--- src/sv/abtc_pkg.sv ---
// Shared types, codes and constants for the auto bracket threshold controller.
// Depends on nothing; used by the top level and its port checker.
`default_nettype none

package abtc_pkg;

  // Request kinds carried on the input tuser.
  typedef enum logic [1:0] {
    OP_FRAME   = 2'd0,
    OP_COUNTS  = 2'd1,
    OP_RESTART = 2'd2
  } op_t;

  // Configuration register indexes.
  typedef enum logic [1:0] {
    REG_START_THRESHOLD = 2'd0,
    REG_START_OVER      = 2'd1,
    REG_START_UNDER     = 2'd2,
    REG_FRAME_INTERVAL  = 2'd3
  } reg_idx_t;

  // Field widths.
  localparam int ThrW   = 8;
  localparam int CountW = 7;
  localparam int FrameW = 16;
  localparam int CfgW   = 16;

  // Most markers a single trial can report; larger counts saturate here.
  localparam int MaxMarkers = 64;
  localparam int SatW       = 11;

  // Reset values.
  localparam logic [ThrW-1:0]   ResetThreshold = 8'd100;
  localparam logic [ThrW-1:0]   ResetBracket   = 8'd1;
  localparam logic [FrameW-1:0] ResetInterval  = 16'd0;
  localparam logic [ThrW-1:0]   ThrMax         = 8'd255;

  // Bit positions of the result fields in the output tdata.
  localparam int OutEvalBit   = 0;
  localparam int OutOverLsb   = 1;
  localparam int OutUnderLsb  = 9;
  localparam int OutUseLsb    = 17;
  localparam int OutReuseBit  = 25;
  localparam int OutRejectBit = 26;
  localparam int OutDataW     = 32;
  localparam int InDataW      = 24;

  // Clamp a reported marker count to the most a trial can find.
  function automatic logic [SatW-1:0] sat_count(input logic [CountW-1:0] c);
    logic [SatW-1:0] ext;
    ext = {{(SatW-CountW){1'b0}}, c};
    if (ext > SatW'(MaxMarkers)) begin
      return SatW'(MaxMarkers);
    end
    return ext;
  endfunction

endpackage

`default_nettype wire

--- src/sv/auto_bracket_threshold_controller_unit.sv ---
// A request is held in the input register while it is computed, and its result
// is then registered in the output register until it is taken.
// Throughput: one request per cycle; the compute stage stalls only while the
// output register holds a result that has not been taken.
// Reset (rst, synchronous, active high): threshold 100, brackets 1, countdown
// 0, no evaluation pending, configuration back to its reset values.
// Top level of the auto bracket threshold controller; uses abtc_pkg.
`default_nettype none

module auto_bracket_threshold_controller_unit (
  input  wire logic        clk,
  input  wire logic        rst,
  // Configuration write port
  input  wire logic        cfg_we,
  input  wire logic [1:0]  cfg_index,
  input  wire logic [15:0] cfg_data,
  // Request stream
  input  wire logic        s_axis_tvalid,
  output      logic        s_axis_tready,
  // tdata: count_over [6:0], count_under [13:7], count_center [20:14], zeros [23:21]
  input  wire logic [23:0] s_axis_tdata,
  // tuser: op [1:0]
  input  wire logic [1:0]  s_axis_tuser,
  // Result stream
  output      logic        m_axis_tvalid,
  input  wire logic        m_axis_tready,
  // tdata: evaluate [0], trial_over [8:1], trial_under [16:9],
  //        use_threshold [24:17], reuse_center [25], rejected [26], zeros [31:27]
  output      logic [31:0] m_axis_tdata
);

  localparam int ThrW   = abtc_pkg::ThrW;
  localparam int CountW = abtc_pkg::CountW;
  localparam int FrameW = abtc_pkg::FrameW;
  localparam int SatW   = abtc_pkg::SatW;

  // Configuration registers
  logic [ThrW-1:0]   start_threshold;
  logic [ThrW-1:0]   start_over;
  logic [ThrW-1:0]   start_under;
  logic [FrameW-1:0] frame_interval;

  // Controller state
  logic [ThrW-1:0]   threshold, threshold_next;
  logic [ThrW-1:0]   bracket_over, bracket_over_next;
  logic [ThrW-1:0]   bracket_under, bracket_under_next;
  logic [FrameW-1:0] frames_left, frames_left_next;
  logic              pending, pending_next;
  logic [ThrW-1:0]   held_over, held_over_next;
  logic [ThrW-1:0]   held_under, held_under_next;

  // Input register
  logic              in_valid;
  abtc_pkg::op_t     in_op;
  logic [CountW-1:0] in_c_over, in_c_under, in_c_center;

  // Result fields of the request in the compute stage
  logic              r_eval, r_reuse, r_reject;
  logic [ThrW-1:0]   r_over, r_under;

  logic advance;

  // Working values
  logic [SatW-1:0]   c_over, c_under, c_center;
  logic [ThrW:0]     up_sum, bo9, bu9;
  logic [ThrW+1:0]   ctr_plus;
  logic [ThrW-1:0]   chosen;
  logic signed [ThrW+1:0] diff, step_up, step_dn;

  // The compute stage moves on when the output register is free or being read.
  assign advance       = !m_axis_tvalid || m_axis_tready;
  assign s_axis_tready = !in_valid || advance;

  // Configuration writes
  always_ff @(posedge clk) begin
    if (rst) begin
      start_threshold <= abtc_pkg::ResetThreshold;
      start_over      <= abtc_pkg::ResetBracket;
      start_under     <= abtc_pkg::ResetBracket;
      frame_interval  <= abtc_pkg::ResetInterval;
    end else if (cfg_we) begin
      unique case (abtc_pkg::reg_idx_t'(cfg_index))
        abtc_pkg::REG_START_THRESHOLD: start_threshold <= cfg_data[ThrW-1:0];
        abtc_pkg::REG_START_OVER:      start_over      <= cfg_data[ThrW-1:0];
        abtc_pkg::REG_START_UNDER:     start_under     <= cfg_data[ThrW-1:0];
        abtc_pkg::REG_FRAME_INTERVAL:  frame_interval  <= cfg_data[FrameW-1:0];
        default: ;
      endcase
    end
  end

  // Input register: takes a new request whenever it is empty or the compute stage moves on.
  always_ff @(posedge clk) begin
    if (rst) begin
      in_valid <= 1'b0;
    end else if (s_axis_tready) begin
      in_valid <= s_axis_tvalid;
    end
  end

  always_ff @(posedge clk) begin
    if (s_axis_tready && s_axis_tvalid) begin
      in_op       <= abtc_pkg::op_t'(s_axis_tuser);
      in_c_over   <= s_axis_tdata[CountW-1:0];
      in_c_under  <= s_axis_tdata[2*CountW-1:CountW];
      in_c_center <= s_axis_tdata[3*CountW-1:2*CountW];
    end
  end

  // Per-request decision and next state.
  always_comb begin
    threshold_next     = threshold;
    bracket_over_next  = bracket_over;
    bracket_under_next = bracket_under;
    frames_left_next   = frames_left;
    pending_next       = pending;
    held_over_next     = held_over;
    held_under_next    = held_under;
    r_eval   = 1'b0;
    r_reuse  = 1'b0;
    r_reject = 1'b0;
    r_over   = '0;
    r_under  = '0;

    c_over   = abtc_pkg::sat_count(in_c_over);
    c_under  = abtc_pkg::sat_count(in_c_under);
    c_center = abtc_pkg::sat_count(in_c_center);

    // Trial thresholds, clamped to the pixel range.
    up_sum = {1'b0, threshold} + {1'b0, bracket_over};

    // Widened brackets when the centre wins.
    bo9 = {1'b0, bracket_over};
    bu9 = {1'b0, bracket_under};
    if (bracket_over < bracket_under) begin
      bo9 = bo9 + 1'b1;
    end else if (bracket_over > bracket_under) begin
      bu9 = bu9 + 1'b1;
    end else begin
      bo9 = bo9 + 1'b1;
      bu9 = bu9 + 1'b1;
    end
    ctr_plus = {2'b0, threshold} + {1'b0, bo9};

    // Step towards the better side and half-step brackets.
    chosen  = (c_over >= c_under) ? held_over : held_under;
    diff    = $signed({2'b0, chosen}) - $signed({2'b0, threshold});
    step_up = (diff + 10'sd1) >>> 1;
    step_dn = (10'sd1 - diff) >>> 1;

    if (in_valid) begin
      unique case (in_op)
        abtc_pkg::OP_FRAME: begin
          if (frames_left != '0) begin
            frames_left_next = frames_left - 1'b1;
          end else begin
            held_over_next  = up_sum[ThrW] ? abtc_pkg::ThrMax : up_sum[ThrW-1:0];
            held_under_next = (bracket_under > threshold) ? '0
                                                          : threshold - bracket_under;
            pending_next    = 1'b1;
            r_eval  = 1'b1;
            r_over  = held_over_next;
            r_under = held_under_next;
          end
        end
        abtc_pkg::OP_COUNTS: begin
          if (!pending) begin
            r_reject = 1'b1;
          end else begin
            r_over  = held_over;
            r_under = held_under;
            if (c_over <= c_center && c_under <= c_center) begin
              bracket_over_next  = (ctr_plus >= {2'b0, abtc_pkg::ThrMax})
                                   ? abtc_pkg::ResetBracket : bo9[ThrW-1:0];
              bracket_under_next = (bu9 >= {1'b0, threshold})
                                   ? abtc_pkg::ResetBracket : bu9[ThrW-1:0];
              r_reuse = 1'b1;
            end else begin
              threshold_next = chosen;
              if (diff > 10'sd0) begin
                bracket_over_next  = step_up[ThrW-1:0];
                bracket_under_next = abtc_pkg::ResetBracket;
              end else begin
                bracket_over_next  = abtc_pkg::ResetBracket;
                bracket_under_next = step_dn[ThrW-1:0];
              end
            end
            frames_left_next = frame_interval;
            pending_next     = 1'b0;
          end
        end
        abtc_pkg::OP_RESTART: begin
          threshold_next     = start_threshold;
          bracket_over_next  = start_over;
          bracket_under_next = start_under;
          frames_left_next   = '0;
          pending_next       = 1'b0;
        end
        default: ;
      endcase
    end
  end

  // State update, one request per cycle in the compute stage while it moves on.
  always_ff @(posedge clk) begin
    if (rst) begin
      threshold     <= abtc_pkg::ResetThreshold;
      bracket_over  <= abtc_pkg::ResetBracket;
      bracket_under <= abtc_pkg::ResetBracket;
      frames_left   <= '0;
      pending       <= 1'b0;
      held_over     <= '0;
      held_under    <= '0;
    end else if (in_valid && advance) begin
      threshold     <= threshold_next;
      bracket_over  <= bracket_over_next;
      bracket_under <= bracket_under_next;
      frames_left   <= frames_left_next;
      pending       <= pending_next;
      held_over     <= held_over_next;
      held_under    <= held_under_next;
    end
  end

  // Output register
  always_ff @(posedge clk) begin
    if (rst) begin
      m_axis_tvalid <= 1'b0;
    end else if (advance) begin
      m_axis_tvalid <= in_valid;
    end
  end

  always_ff @(posedge clk) begin
    if (advance && in_valid) begin
      m_axis_tdata <= {5'b0, r_reject, r_reuse, threshold_next, r_under, r_over, r_eval};
    end
  end

endmodule

`default_nettype wire

--- config.mk ---
export PLATFORM = sky130hd
export DESIGN_NAME = auto_bracket_threshold_controller_unit
export DESIGN_NICKNAME = d
export VERILOG_FILES = /design/src/sv/abtc_pkg.sv /design/src/sv/auto_bracket_threshold_controller_unit.sv
export SDC_FILE = /design/constraint.sdc
export NUM_CORES = 1
export LEC_CHECK = 0
export ABC_CLOCK_PERIOD_IN_PS = 6500
export BUFFER_PORTS_ARGS = -buffer_cell sky130_fd_sc_hd__buf_2
export CORE_MARGIN = 4
export CORE_UTILIZATION = 30
export CTS_CLUSTER_DIAMETER = 50
export CTS_CLUSTER_SIZE = 14
export DETAILED_ROUTE_END_ITERATION = 10
export PLACE_DENSITY_LB_ADDON = 0.15
export SLEW_MARGIN = 25
export SYNTH_ARGS = -nofsm -noshare
export SYNTH_HDL_FRONTEND = slang
export SYNTH_SLANG_ARGS = --single-unit
export TNS_END_PERCENT = 10
--- constraint.sdc ---
create_clock -name clk -period 6.5 [get_ports clk]
set_input_delay 1.3 -clock clk [delete_from_list [all_inputs] [get_ports clk]]
set_output_delay 1.3 -clock clk [all_outputs]
set_load 0.05 [all_outputs]
Yosys cells after proc, flatten, opt, wreduce, memory -nomap -nowiden
Index checks and enable logic that the tools add are counted.
{ "totals": {"ff_bits": 149, "in_bits": 49, "output_inout_bits": 34, "elab_cells": 120} }
{ "op_classes": {"n_addsub": 9, "order_cmp": 12, "eq_ne": 8, "n_mux": 43, "n_bitwise": 1, "reduce_logical": 25} }
{ "op_table": {"columns": ["operator", "n"], "rows": [
  ["2-to-1 mux 8 bit", 18],
  ["one-hot mux 8 bit (2 select lines)", 5],
  ["2-to-1 mux 11 bit", 6],
  ["one-hot mux 16 bit (3 select lines)", 1],
  ["2-to-1 mux 16 bit", 2],
  ["2-to-1 mux 9 bit", 3],
  ["less-or-equal comparator 11 bit", 2],
  ["greater-than comparator 7 bit, second input constant", 3],
  ["adder 8 x 1 -> 9 bit, second input constant", 2],
  ["greater-than comparator 8 bit", 2],
  ["nonzero test 16 bit", 1],
  ["subtractor 16 x 1 -> 16 bit, second input constant", 1],
  ["AND reduction 2 bit", 6],
  ["AND reduction 4 bit", 3],
  [">= comparator 11 bit", 1],
  ["adder 8 x 9 -> 10 bit", 1],
  [">= comparator 10 x 8 -> 1 bit, second input constant", 1],
  ["adder 8 x 8 -> 9 bit", 1],
  ["adder 9 x 2 -> 9 bit, second input constant", 1],
  [">= comparator 9 x 8 -> 1 bit", 1],
  ["greater-than comparator 9 x 1 -> 1 bit, second input constant", 1],
  ["subtractor 2 x 9 -> 9 bit, first input constant", 1],
  ["subtractor 8 x 8 -> 9 bit", 1],
  ["less-than comparator 8 bit", 1],
  ["other kinds (16)", 33]
]} }

Longest topological paths before layout
{ "logic_depth": {"depth_word": 11, "mapped_depth": 18, "ltp_nobuf": 18} }

Worst setup path after synthesis
Ideal clock, no wire load.
{ "synth_timing": {"kind": "register to register", "start": "reg in_c_over[6]", "end": "reg bracket_over[2]", "arrival_ns": 4.404, "required_time_ns": 6.368, "slack_ns": 1.965, "path_stages_with_launch": 19, "period_less_slack_ns": 4.535, "cell_sequence": "edfxtp_1 nand2b_1 ha_1 nand2b_1 a21o_1 a21oi_1 o2111ai_1 a21oi_2 mux2i_1 inv_1 ha_1 nor2b_1 o31a_1 or4_1 o311ai_2 nand3b_4 o311a_1 a221oi_1 nor3_1"} }
{ "synth_between": {"elab_chain_cells": 11, "word_cells_on_any_way": 14} }
{ "synth_lines": {"columns": ["item", "line_no", "source"], "rows": [
  ["start: declaration", "auto_bracket_threshold_controller_unit.sv:55", "logic [CountW-1:0] in_c_over, in_c_under, in_c_center;"],
  ["start signal: assignment", "auto_bracket_threshold_controller_unit.sv:104", "in_c_over <= s_axis_tdata[CountW-1:0];"],
  ["greater-than comparator 7 bit", "abtc_pkg.sv:52", "if (ext > SatW'(MaxMarkers)) begin"],
  ["2-to-1 mux 1 bit", "abtc_pkg.sv:52", null],
  ["2-to-1 mux 11 bit (*)", "abtc_pkg.sv:55", "return ext;"],
  [">= comparator 11 bit", "auto_bracket_threshold_controller_unit.sv:146", "chosen = (c_over >= c_under) ? held_over : held_under;"],
  ["2-to-1 mux 8 bit", "auto_bracket_threshold_controller_unit.sv:146", null],
  ["subtractor 8 x 8 -> 9 bit", "auto_bracket_threshold_controller_unit.sv:147", "diff = $signed({2'b0, chosen}) - $signed({2'b0, threshold});"],
  ["adder 9 x 2 -> 9 bit or greater-than comparator 9 x 1 -> 1 bit (tied branches)", "auto_bracket_threshold_controller_unit.sv:148, auto_bracket_threshold_controller_unit.sv:180", null],
  ["2-to-1 mux 8 bit", "auto_bracket_threshold_controller_unit.sv:180", "if (diff > 10'sd0) begin"],
  ["2-to-1 mux 8 bit (*)", "auto_bracket_threshold_controller_unit.sv:172", "if (c_over <= c_center && c_under <= c_center) begin"],
  ["2-to-1 mux 8 bit (*)", "auto_bracket_threshold_controller_unit.sv:167", "if (!pending) begin"],
  ["one-hot mux 8 bit (2 select lines) (*)", "auto_bracket_threshold_controller_unit.sv:152", "unique case (in_op)"],
  ["end signal: assignment", "auto_bracket_threshold_controller_unit.sv:208", "bracket_over <= abtc_pkg::ResetBracket;"],
  ["end signal: assignment", "auto_bracket_threshold_controller_unit.sv:216", "bracket_over <= bracket_over_next;"],
  ["end: declaration", "auto_bracket_threshold_controller_unit.sv:45", "logic [ThrW-1:0] bracket_over, bracket_over_next;"]
]} }
Mark *: on every way between the ends. The rest lies on a longest branch, timed or not. The select of a mux whose other input is x is not followed.
A chain may end at the register's enable or synchronous reset.

Worst setup path after layout
{ "layout_timing": {"start": "reg in_c_over[6]", "end": "reg bracket_over[0]"} }
The elaborated chain is that of the path after synthesis.

==> flow_summary.rst <==
.. list-table::
   :header-rows: 1

   * - Metric
     - Value
   * - Multiplexer area fraction after synthesis
     - 0.0263
   * - Post-synth EDFFs
     - 50
   * - Finished layout cell area
     - between 10,000 and 15,000 µm²
   * - Maximum level of the CTS H-tree
     - 4
   * - Die Footprint
     - about 34,000 µm²
   * - Clk slew on worst S/H paths
     - 70 ps
   * - Starting Density
     - 0.304
   * - Aggregate negative setup slack
     - 0 ps
   * - Simple-gate area share of the yosys netlist
     - 0.196
   * - Critical path buffers and inverters
     - 1
   * - Core region area
     - between 30,000 and 40,000 µm²
   * - RePlAce Congestion
     - ~0.83
   * - Share of flip-flops with an asynchronous set or reset after synthesis
     - 0
   * - Adder and majority gate portion of the synthesized area
     - 0.116
   * - Hold Path End
     - start_under[2]$_SDFFE_PP0P_
   * - Hold buffer count at cts
     - 0
   * - Number of antenna violations at the first check in global routing
     - 0
   * - Highest cell delay on the worst timing path
     - approximately 640 ps
   * - Synth area leaders
     - sky130_fd_sc_hd__dfxtp_1 21%, sky130_fd_sc_hd__edfxtp_1 16%, sky130_fd_sc_hd__ha_1 11%
   * - Share of the clock period used by the worst path
     - 0.828
   * - Number of sinks driven by the clock tree
     - between 100 and 150
   * - Final Skew
     - around 11 ps
   * - Number of nets in the final layout
     - roughly 1.3k
   * - Share of the core filled with cells
     - 0.349
   * - Diode insertion count for antenna repair
     - 0
   * - Clock latency of the later-clocked register in the worst-skew pair
     - ~440 ps
   * - Final setup fails
     - 0
   * - Pin count of the biggest net entering global routing
     - between 60 and 70
   * - Die Span Y
     - approximately 180 µm
   * - Hold Worst Slack
     - 456 ps
   * - Total standard cell area after synthesis
     - slightly above 9000 µm²
   * - P_sw
     - around 720 µW
   * - Worst-path cell chain
     - nand2b_1, ha_1, nand2b_1, a21o_1, a21oi_1, o2111ai_1, a21oi_2, mux2i_1, inv_1, ha_1, nor2b_1, o31a_1, o31ai_1, a21oi_1, xor2_1, o311a_1, nor2b_1, o31ai_2
   * - R2R cell count
     - 18
   * - Reg-to-Reg End
     - bracket_over[0]$_SDFFE_PP1P_
   * - ANT nets after route
     - 0
   * - Slew at the pin with the worst max-slew slack
     - 904 ps
   * - Resize count post-CTS
     - 0
   * - Normalized max-slew margin
     - 0.395
   * - Final wirelength
     - between 20,000 and 30,000 µm
   * - Combinational fraction of design power
     - 0.168
   * - Clock buffers created by TritonCTS
     - 17
   * - Fraction of post-synthesis cell area in the top cell type by area
     - 0.213
   * - Share of post-route cells with drive strength above 1
     - 0.128
   * - Power density over the cells
     - 225 nW/µm²
   * - Number of max-capacitance violations reported
     - 0
   * - Switching power share of the total
     - 0.301
   * - Cell area after placement
     - 10,100 µm²
   * - Worst path required time
     - just under 7000 ps
   * - Sequential element share of the synthesized area
     - 0.374
   * - Family with the most delay on the worst path
     - compound AO/OA/AOI/OAI gates
   * - Clk buf depth
     - 2
   * - Flip-flop and latch count after synthesis
     - 149
   * - Nature of the critical path endpoint
     - register
   * - Min-delay worst type
     - register to register
   * - Wire length per cell after detailed routing
     - approximately 18 µm
   * - Most used flip-flop cell after synthesis
     - sky130_fd_sc_hd__dfxtp_1
   * - Cell chosen for the clock root
     - sky130_fd_sc_hd__clkbuf_16
   * - Post-route non-filler standard cell count
     - 1,536
   * - Worst supply voltage drop on vdd
     - between 0.15 and 0.2 mV
   * - P_int
     - about 1.7 mW
   * - Remaining global-route overflow
     - 0
   * - Overall via count from detail_route
     - 7,831
   * - PortBufs
     - 74
   * - Worst path slowest cell
     - sky130_fd_sc_hd__xor2_1
   * - Post-Synth XOR/XNOR Area
     - 0.0386
   * - DR iter-0 viols
     - 699
   * - TritonCTS clock tree
     - done
   * - Wire length of the first global-routing pass
     - 42,900 µm
   * - Data arrival time of the worst path
     - between 5000 and 6000 ps
   * - Area delta synth->final
     - 14.5%
   * - CP max FO
     - 8
   * - Clock share of power
     - 0.406
   * - Global router's overall resource usage
     - 0.160
   * - Run status
     - finished, final reports clean
   * - Worst reg2reg path startpoint
     - in_c_over[6]$_DFFE_PP_
   * - Post-route DRC violation count
     - 0
   * - Worst hold stages
     - 2
   * - Final period demand of the worst path
     - 5380 ps
   * - I/O Pins
     - 83
   * - Largest area contributor in the synthesized netlist
     - sky130_fd_sc_hd__dfxtp_1
   * - Fmax
     - 186 MHz
   * - Final HPWL from detailed placement
     - approximately 21,000 µm
   * - Count of final hold-check violations
     - 0
   * - Average cell area after synthesis
     - between 8 and 9 µm²
   * - Startpoint of the worst hold path
     - start_under[2]$_SDFFE_PP0P_
   * - Cell Count Post-Placement
     - 1,504
   * - Number of iterations in the first detailed-routing pass
     - 5
   * - Sequential share of power
     - 0.426
   * - Unrepaired setup endpoints after global routing
     - false
   * - Critical path class
     - register to register
   * - Commonest non-fill, non-tap cell in the layout
     - sky130_fd_sc_hd__nand2_1
   * - Commonest cells after routing, fill and taps aside
     - 132 x sky130_fd_sc_hd__nand2_1, 99 x sky130_fd_sc_hd__dfxtp_1, 98 x sky130_fd_sc_hd__nor2_1, 89 x sky130_fd_sc_hd__a21oi_1, 80 x sky130_fd_sc_hd__ha_1
   * - CP startpoint kind
     - register
   * - Largest family of logic cells by synthesized area
     - compound AO/OA/AOI/OAI gates
   * - Number of synthesis warnings
     - 0
   * - Number of core rows
     - 64
   * - Number of instances in the synthesized netlist
     - roughly 1.1k
   * - Leakage power of the design
     - just over 4 nW
   * - Distinct cell type count of the synthesized netlist
     - 82
   * - Number of setup buffers added after CTS
     - 0
   * - R2r setup slk
     - between 1000 and 1500 ps
   * - Max Slew Vio Count
     - 0
   * - Compound-cell area share of the yosys netlist
     - 0.204
   * - Number of global-route vias before repair
     - 7,508
   * - Via-to-Cell Ratio
     - between 5 and 6
   * - Die width
     - ~180 µm
==> sequential cells by signal, summed over array words and instances, names as in the netlist <==
name,flops
bracket_over,8
bracket_under,8
frame_interval,16
frames_left,16
held_over,8
held_under,8
in_c_center,7
in_c_over,7
in_c_under,7
in_op,2
in_valid,1
m_axis_tdata,27
m_axis_tvalid,1
pending,1
start_over,8
start_threshold,8
start_under,8
threshold,8
==> cells by family after synthesis <==
| logic type | Yosys count |
|---|---|
| fa+ha+maj | 84 |
| mux | 24 |
| buf+inv | 105 |
| other cells | 1 |
| simple gates | 382 |
| flops | 149 |
| compound gates | 281 |
| xor+xnor | 41 |
==> cell usage after synthesis, drive strengths merged (4+ instances only) <==
master	count
fa	4
o2bb2ai	6
a21boi	6
xor2	10
nor3b	6
nand4	11
a21oi	90
nor2	98
mux2i	20
mux2	4
o21ai	56
a22o	7
o21a	11
a22oi	17
or3	11
dfxtp	99
nand2b	7
a211o	6
edfxtp	50
a211oi	14
o211ai	7
nand3	33
o31a	4
xnor2	31
nor2b	25
nand2	132
nand3b	6
or4	4
buf	9
nor3	24
ha	80
and2	5
and3	7
inv	58
clkbuf	38
o31ai	6
nor4	6
a221oi	11
a21o	7
o311ai	8
==> power by group through the flow <==
| stage | clock network [mW] | logic [mW] | registers [mW] |
|---|---|---|---|
| finish | 0.977 | 0.403 | 1.02 |
| detailed placement | 0 | 0.405 | 1.04 |
| floorplan | 0 | 0.271 | 1.06 |
| global route | 1.04 | 0.453 | 1.03 |
| global placement | 0 | 0.404 | 1.04 |
| CTS | 1.01 | 0.407 | 1.02 |
==> layout make-up <==
| class | count | area (µm²) |
|---|---|---|
| Multi-Input combinational cell | 817 | 5460 |
| Inverter | 58 | 218 |
| Timing Repair Buffer | 84 | 448 |
| Clock inverter | 13 | 120 |
| Sequential cell | 149 | 3480 |
| Tap cell | 396 | 495 |
| Clock buffer | 19 | 443 |
| Fill cell | 3248 | 19900 |
==> through the flow <==
| stage | total power [mW] | setup WS (ps) |
|---|---|---|
| finish | 2.40 | 1120 |
| global route | 2.52 | 762 |
| detailed placement | 1.45 | 1110 |
| CTS | 2.44 | 1110 |
| global placement | 1.45 | 1120 |
| floorplan | 1.33 | 1960 |
==> tightest hold or removal path, stage by stage, from the launching register on <==
cell and delay, ps:
sky130_fd_sc_hd__dfxtp_1 310, sky130_fd_sc_hd__nand2_1 50, sky130_fd_sc_hd__a21oi_1 50
==> worst max path at each step <==
stage                                      start                           end  cells after the start
final                     in_c_over[6]$_DFFE_PP_  bracket_over[0]$_SDFFE_PP1P_                     18
after global routing      in_c_over[6]$_DFFE_PP_  bracket_over[1]$_SDFFE_PP0P_                     18
after CTS                 in_c_over[6]$_DFFE_PP_  bracket_over[0]$_SDFFE_PP1P_                     18
after detailed placement  in_c_over[6]$_DFFE_PP_  bracket_over[0]$_SDFFE_PP1P_                     18
after global placement    in_c_over[6]$_DFFE_PP_  bracket_over[0]$_SDFFE_PP1P_                     18
after floorplan           in_c_over[6]$_DFFE_PP_  bracket_over[2]$_SDFFE_PP0P_                     18
==> layer usage <==
layer	share of wire	track usage	routed length [µm]	vias up
met5	0	0	0	-
li1	-	-	-	3975
met1	0.51	0.239	13900	3688
met2	0.44	0.244	11900	156
met3	0.042	0.0245	1140	12
met4	0.010	0.0370	272	0
Power figures use the tool's default switching activity.
